===== src/design/imhos_pkg.sv =====
package imhos_pkg;

	localparam int HEAP_CAPACITY = 256;
	localparam int NODE_COUNT    = 256;
	localparam int COST_BITS     = 32;
	localparam int SLOT_W        = $clog2(HEAP_CAPACITY);
	localparam int CNT_W         = SLOT_W + 1;
	localparam int ID_W          = 8;
	localparam int NADDR_W       = $clog2(NODE_COUNT);
	localparam int F_W           = COST_BITS + 1;

	localparam logic [2:0] OP_ADD    = 3'd0;
	localparam logic [2:0] OP_PEEK   = 3'd1;
	localparam logic [2:0] OP_POP    = 3'd2;
	localparam logic [2:0] OP_CHANGE = 3'd3;
	localparam logic [2:0] OP_EXISTS = 3'd4;

	localparam logic [2:0] ST_OK         = 3'd0;
	localparam logic [2:0] ST_EMPTY      = 3'd1;
	localparam logic [2:0] ST_FULL       = 3'd2;
	localparam logic [2:0] ST_NOT_QUEUED = 3'd3;
	localparam logic [2:0] ST_QUEUED     = 3'd4;

	typedef logic [COST_BITS-1:0] cost_t;
	typedef logic [F_W-1:0] fcost_t;

	typedef struct packed {
		logic [2:0]  opcode;
		logic [7:0]  node_id;
		logic [31:0] cost_g;
		logic [31:0] cost_h;
	} req_t;

	typedef struct packed {
		logic [2:0]  status;
		logic [7:0]  out_node;
		logic [31:0] out_g;
		logic [31:0] out_h;
		logic        present;
	} rsp_t;

	typedef enum logic [13:0] {
		S_IDLE     = 14'b00000000000001,
		S_DECODE   = 14'b00000000000010,
		S_TOP      = 14'b00000000000100,
		S_POP_LAST = 14'b00000000001000,
		S_POP_LG   = 14'b00000000010000,
		S_UP_CHK   = 14'b00000000100000,
		S_UP_RDP   = 14'b00000001000000,
		S_UP_CMP   = 14'b00000010000000,
		S_DN_CHK   = 14'b00000100000000,
		S_DN_RDL   = 14'b00001000000000,
		S_DN_GL    = 14'b00010000000000,
		S_DN_GR    = 14'b00100000000000,
		S_DN_CMP   = 14'b01000000000000,
		S_WR_CUR   = 14'b10000000000000
	} state_t;

	typedef struct packed {
		state_t step;
		logic   accept;
	} cmd_t;

	typedef struct packed {
		logic is_add;
		logic is_peek;
		logic is_pop;
		logic is_change;
		logic err;
		logic up_dir;
		logic last_one;
		logic pos_zero;
		logic left_out;
		logic right_in;
		logic up_win;
		logic child_win;
	} stat_t;

	function automatic fcost_t f_of(cost_t g, cost_t h);
		return {1'b0, g} + {1'b0, h};
	endfunction

	function automatic logic ranks_before(fcost_t fa, cost_t ha, fcost_t fb, cost_t hb);
		return (fa < fb) || ((fa == fb) && (ha < hb));
	endfunction

endpackage


===== src/design/imhos_ctrl.sv =====
module imhos_ctrl (
	input  logic             clk,
	input  logic             arst_n,
	input  logic             start,
	input  imhos_pkg::stat_t st,
	output imhos_pkg::cmd_t  cmd,
	output logic             busy
);

	imhos_pkg::state_t state_q, state_d;

	always_ff @(posedge clk or negedge arst_n) begin
		if (!arst_n) begin
			state_q <= imhos_pkg::S_IDLE;
		end else begin
			state_q <= state_d;
		end
	end

	always_comb begin
		state_d = state_q;
		unique case (state_q)
			imhos_pkg::S_IDLE: begin
				if (start) state_d = imhos_pkg::S_DECODE;
			end
			imhos_pkg::S_DECODE: begin
				if (st.err) state_d = imhos_pkg::S_IDLE;
				else if (st.is_peek || st.is_pop) state_d = imhos_pkg::S_TOP;
				else if (st.is_add) state_d = imhos_pkg::S_UP_CHK;
				else if (st.is_change) state_d = st.up_dir ? imhos_pkg::S_UP_CHK
				                                           : imhos_pkg::S_DN_CHK;
				else state_d = imhos_pkg::S_IDLE;
			end
			imhos_pkg::S_TOP: begin
				if (st.is_pop && !st.last_one) state_d = imhos_pkg::S_POP_LAST;
				else state_d = imhos_pkg::S_IDLE;
			end
			imhos_pkg::S_POP_LAST: state_d = imhos_pkg::S_POP_LG;
			imhos_pkg::S_POP_LG:   state_d = imhos_pkg::S_DN_CHK;
			imhos_pkg::S_UP_CHK:
				state_d = st.pos_zero ? imhos_pkg::S_WR_CUR : imhos_pkg::S_UP_RDP;
			imhos_pkg::S_UP_RDP:   state_d = imhos_pkg::S_UP_CMP;
			imhos_pkg::S_UP_CMP:
				state_d = st.up_win ? imhos_pkg::S_UP_CHK : imhos_pkg::S_WR_CUR;
			imhos_pkg::S_DN_CHK:
				state_d = st.left_out ? imhos_pkg::S_WR_CUR : imhos_pkg::S_DN_RDL;
			imhos_pkg::S_DN_RDL:   state_d = imhos_pkg::S_DN_GL;
			imhos_pkg::S_DN_GL:
				state_d = st.right_in ? imhos_pkg::S_DN_GR : imhos_pkg::S_DN_CMP;
			imhos_pkg::S_DN_GR:    state_d = imhos_pkg::S_DN_CMP;
			imhos_pkg::S_DN_CMP:
				state_d = st.child_win ? imhos_pkg::S_DN_CHK : imhos_pkg::S_WR_CUR;
			imhos_pkg::S_WR_CUR:   state_d = imhos_pkg::S_IDLE;
			default:               state_d = imhos_pkg::S_IDLE;
		endcase
	end

	assign busy       = (state_q != imhos_pkg::S_IDLE);
	assign cmd.step   = state_q;
	assign cmd.accept = start && (state_q == imhos_pkg::S_IDLE);

endmodule


===== config.mk =====
export PLATFORM = sky130hd
export DESIGN_NAME = imhos_ctrl
export DESIGN_NICKNAME = d
export VERILOG_FILES = /design/src/design/imhos_pkg.sv /design/src/design/imhos_ctrl.sv
export SDC_FILE = /design/constraint.sdc
export NUM_CORES = 1
export LEC_CHECK = 0
export BUFFER_PORTS_ARGS = -buffer_cell sky130_fd_sc_hd__buf_4
export CAP_MARGIN = 20
export CORE_AREA = 2 2 51 53
export CTS_CLUSTER_SIZE = 30
export DETAILED_ROUTE_END_ITERATION = 10
export DIE_AREA = 0 0 53 55
export MAX_ROUTING_LAYER = met4
export PLACE_DENSITY = 0.62
export REMOVE_ABC_BUFFERS = 1
export SETUP_SLACK_MARGIN = 0.5
export SYNTH_ARGS = -nofsm -noshare
export SYNTH_HDL_FRONTEND = slang
export SYNTH_SLANG_ARGS = --single-unit
export TNS_END_PERCENT = 5

===== constraint.sdc =====
create_clock -name clk -period 2.75 [get_ports clk]
set_input_delay 0.1375 -clock clk [delete_from_list [all_inputs] [get_ports clk]]
set_output_delay 0.1375 -clock clk [all_outputs]
set_load 0.02 [all_outputs]

Word level (Yosys, flattened, before mapping)
Index checks and enable logic that the tools add are counted.
Widths: inputs -> output; s select.
Word-level totals
  register bits after elaboration: 14
  memories: 0
  latch bits: 0
  memory bits (writable): 0
  ROM bits: 0
Operators by class
  bitwise logic cells: 0
  magnitude comparators: 0
  reduce and logical (&&, ||, !) cells: 4
  mux-type cells: 13
  add/sub/neg operators: 0
  divide/modulo/power cells: 0
  shifts and indexed selects: 0
  eq/ne operators: 15
  $mul: 0
Operator list (number)
  $pmux 14 s13: 1
  $mux 14: 5
  $mux 9: 5
  $eq 14x1->1 const B: 1
  $eq 14x10->1 const B: 1
  $eq 14x11->1 const B: 1
  $eq 14x12->1 const B: 1
  $eq 14x13->1 const B: 1
  $eq 14x2->1 const B: 1
  $eq 14x3->1 const B: 1
  $eq 14x4->1 const B: 1
  $eq 14x5->1 const B: 1
  $eq 14x6->1 const B: 1
  $eq 14x7->1 const B: 1
  $eq 14x8->1 const B: 1
  $eq 14x9->1 const B: 1
  $ne 14x1->1 const B: 1
  $mux 13: 1
  $mux 4: 1
  $logic_and 1x1->1: 2
  $ne 2x2->1 const B: 1
  $logic_not 1->1: 1
  $logic_or 1x1->1: 1

Logic depth before layout (Yosys ltp)
  depth in word-level cells: 6
  mapped depth: 7
  gate-level depth less buffers: 5

Least setup slack after synthesis
OpenSTA, ideal clock, no wires.
  kind: register -> output
  from: reg state_q[4]
  to: out cmd[0] in the netlist's numbering
  required time: 2612 ps
  data arrival time: 2048 ps
  cell stages (with the launch flop): 6
  slack: 565 ps
  buffers on the path: 1
  cell sequence: dfrtp_1 or4_1 buf_2 nor3_1 nand3_1 nor2_1
RTL lines
  from (decl): RTL line imhos_ctrl.sv:10  | imhos_pkg::state_t state_q, state_d;
  from (signal assigned): RTL line imhos_ctrl.sv:14  | state_q <= imhos_pkg::S_IDLE;
  from (signal assigned): RTL line imhos_ctrl.sv:16  | state_q <= state_d;
  to (decl): RTL line imhos_ctrl.sv:6  | output imhos_pkg::cmd_t cmd,

==> metrics.txt <==
CP Buf/Inv Count 1; final core area utilization 51.0%; CTS tree done; Avg Cell Area, Syn 8.51 sq um; GRT Resource Usage Total 17.7%; H-tree depth 1; Post-DRT Antenna Nets 0; top flop regs state_q (14); Async S/R FF share, synth 100%; GPL Wtd Cong 0.784; first-pass GRT wire length 3.75 mm; critical path required time 2.61 ns; worst slew pin tran 0.583 ns; EDFF count, synth 0; Post-Synthesis Cells 107; initial antenna violation count 0; io pins 31; outcome completed; total wire length after detailed routing 2.27 mm; area added between synthesis and finish 32.3%; WL/cell 13.7 microns; commonest cells after routing, fill and taps aside buf_4 (30), dfrtp_1 (13), nor2_1 (12); final instance area 1200 sq um; Synth Flop Type dfrtp_1; commonest non-fill, non-tap cell in the layout buf_4; crit start category register; leak pwr 0.574 nW; total die area 2920 sq um; Initial Util 38.5%; unrepaired setup endpoints after global routing no; Area after DPL 1130 sq um; Post-CTS Setup Inserts 0; Clock Skews 0.00192 ns; global route overflow 0; HP Class input port to register; Die W 53 microns; final hold violation count 0; via count 906; CTS Buf Count 3; Synth Cell Area 911 sq um; number of inserted diodes 0; CTS root buffer clkbuf_4; CTS max path bufs 2; post-synthesis sequential area ratio 38.6%; Crit. End Element output port; setup_tns 0 ns; crit path time final 2.09 ns; pwr dens 538 nW/um^2; setup violators final 0; Top delay family on crit path simple AND/OR/NAND/NOR gates; Pwr Total 0.000648 W; CP max FO 6; vias in the first global route 850; YS warnings 0; vias per cell 5.49; max reg flops 14; crit path DAT 1.95 ns; Clock Latency Late Sink 0.28 ns; peak supply drop 0.350 mV; Residual DRC 0; Setup CP Type register to output port; slowest CP cell dfrtp_1; IO buf count 30; Clock Sinks 14; Achievable Freq 480 MHz; Slew HR 60.8%; largest reg by FF count state_q; max cap viols 0; Worst Hold Margin 0.0127 ns; slowest stage delay, CP 0.46 ns; DR iter-0 viols 12; Final nets 151; Reg clk slew, reported paths 0.09 ns; Rows 18; largest net degree at the start of global routing 15; DPL Wire Length 1.68 mm; crit-path cells nor4_4 > nand2_2 > nor3_4 > nand3_1 > nor2_1 > buf_4; share of layout cells above drive strength 1 31.1%; fin crit share 75.8%; #FFs+latches synth 14; Unique masters post-synth 35; drt first pass iters 4; Slew Viols, Final 0; core area 2360 sq um; die span in y 55 microns
-- power by group --
group	switching (W)	internal [W]
clock	0.0000711	0.0000805
combinational	0.000125	0.000106
sequential	0.0000400	0.000225
-- Yosys cell counts (4+ instances only) --
master / instances / share of area, %
nor2_1: 12 / 4.9
nand2_1: 8 / 3.3
nor3_1: 7 / 3.8
nor3b_1: 4 / 3.3
inv_1: 6 / 2.5
clkbuf_1: 4 / 1.6
o21ai_0: 8 / 4.4
dfrtp_1: 13 / 36
-- layout make-up --
class	count	area (sq um)
Timing Repair Buffer	31	235
Inverter	6	22.5
Sequential cell	14	352
Multi-Input combinational cell	80	522
Fill cell	239	1160
Clock buffer	4	36.3
Tap cell	30	37.5
-- final timing paths --
kind	from	endpoint	slack, ns	cells past startpoint
max	state_q[11]	cmd[0]	0.66	6
min	st[3]	state_q[9]	0.01	2
max reg2reg	state_q[5]	state_q[5]	0.69	4
min reg2reg	state_q[4]	state_q[7]	0.58	1
max in group asynchronous	arst_n	state_q[0]	2.28	2
min in group asynchronous	arst_n	state_q[9]	0.23	2
-- through the flow --
stage | cells | setup slack (ns)
after global placement | 160 | 0.687
after global routing | 165 | 0.469
after floorplan | 100 | 0.587
final | 165 | 0.665
after CTS | 165 | 0.533
after detailed placement | 160 | 0.662
-- logic make-up after synthesis --
group | share of synthesized area (%)
multiplexers | 1.24
buffers and inverters | 7.00
XOR/XNOR | 2.89
AO/OA/AOI/OAI | 12.1
AND/OR/NAND/NOR | 38.2
flip-flops | 38.6
-- repair_timing --
action / CTS / global route
pin swaps: 0 / 0
setup endpoints to repair: 2 / 3
hold buffers: 1 / 0
cloned: 0 / 0
hold endpoints to repair: 14 / 0
gates resized for setup: 1 / 4
-- layer usage --
layer	track usage (%)	up-vias	routed length (microns)
met5	-	-	0
met4	5.13	0	14
met3	2.42	4	104
met2	27.7	28	1080
met1	24.0	425	1070
li1	-	449	-
No activity file was read; power rests on OpenSTA's default activity.
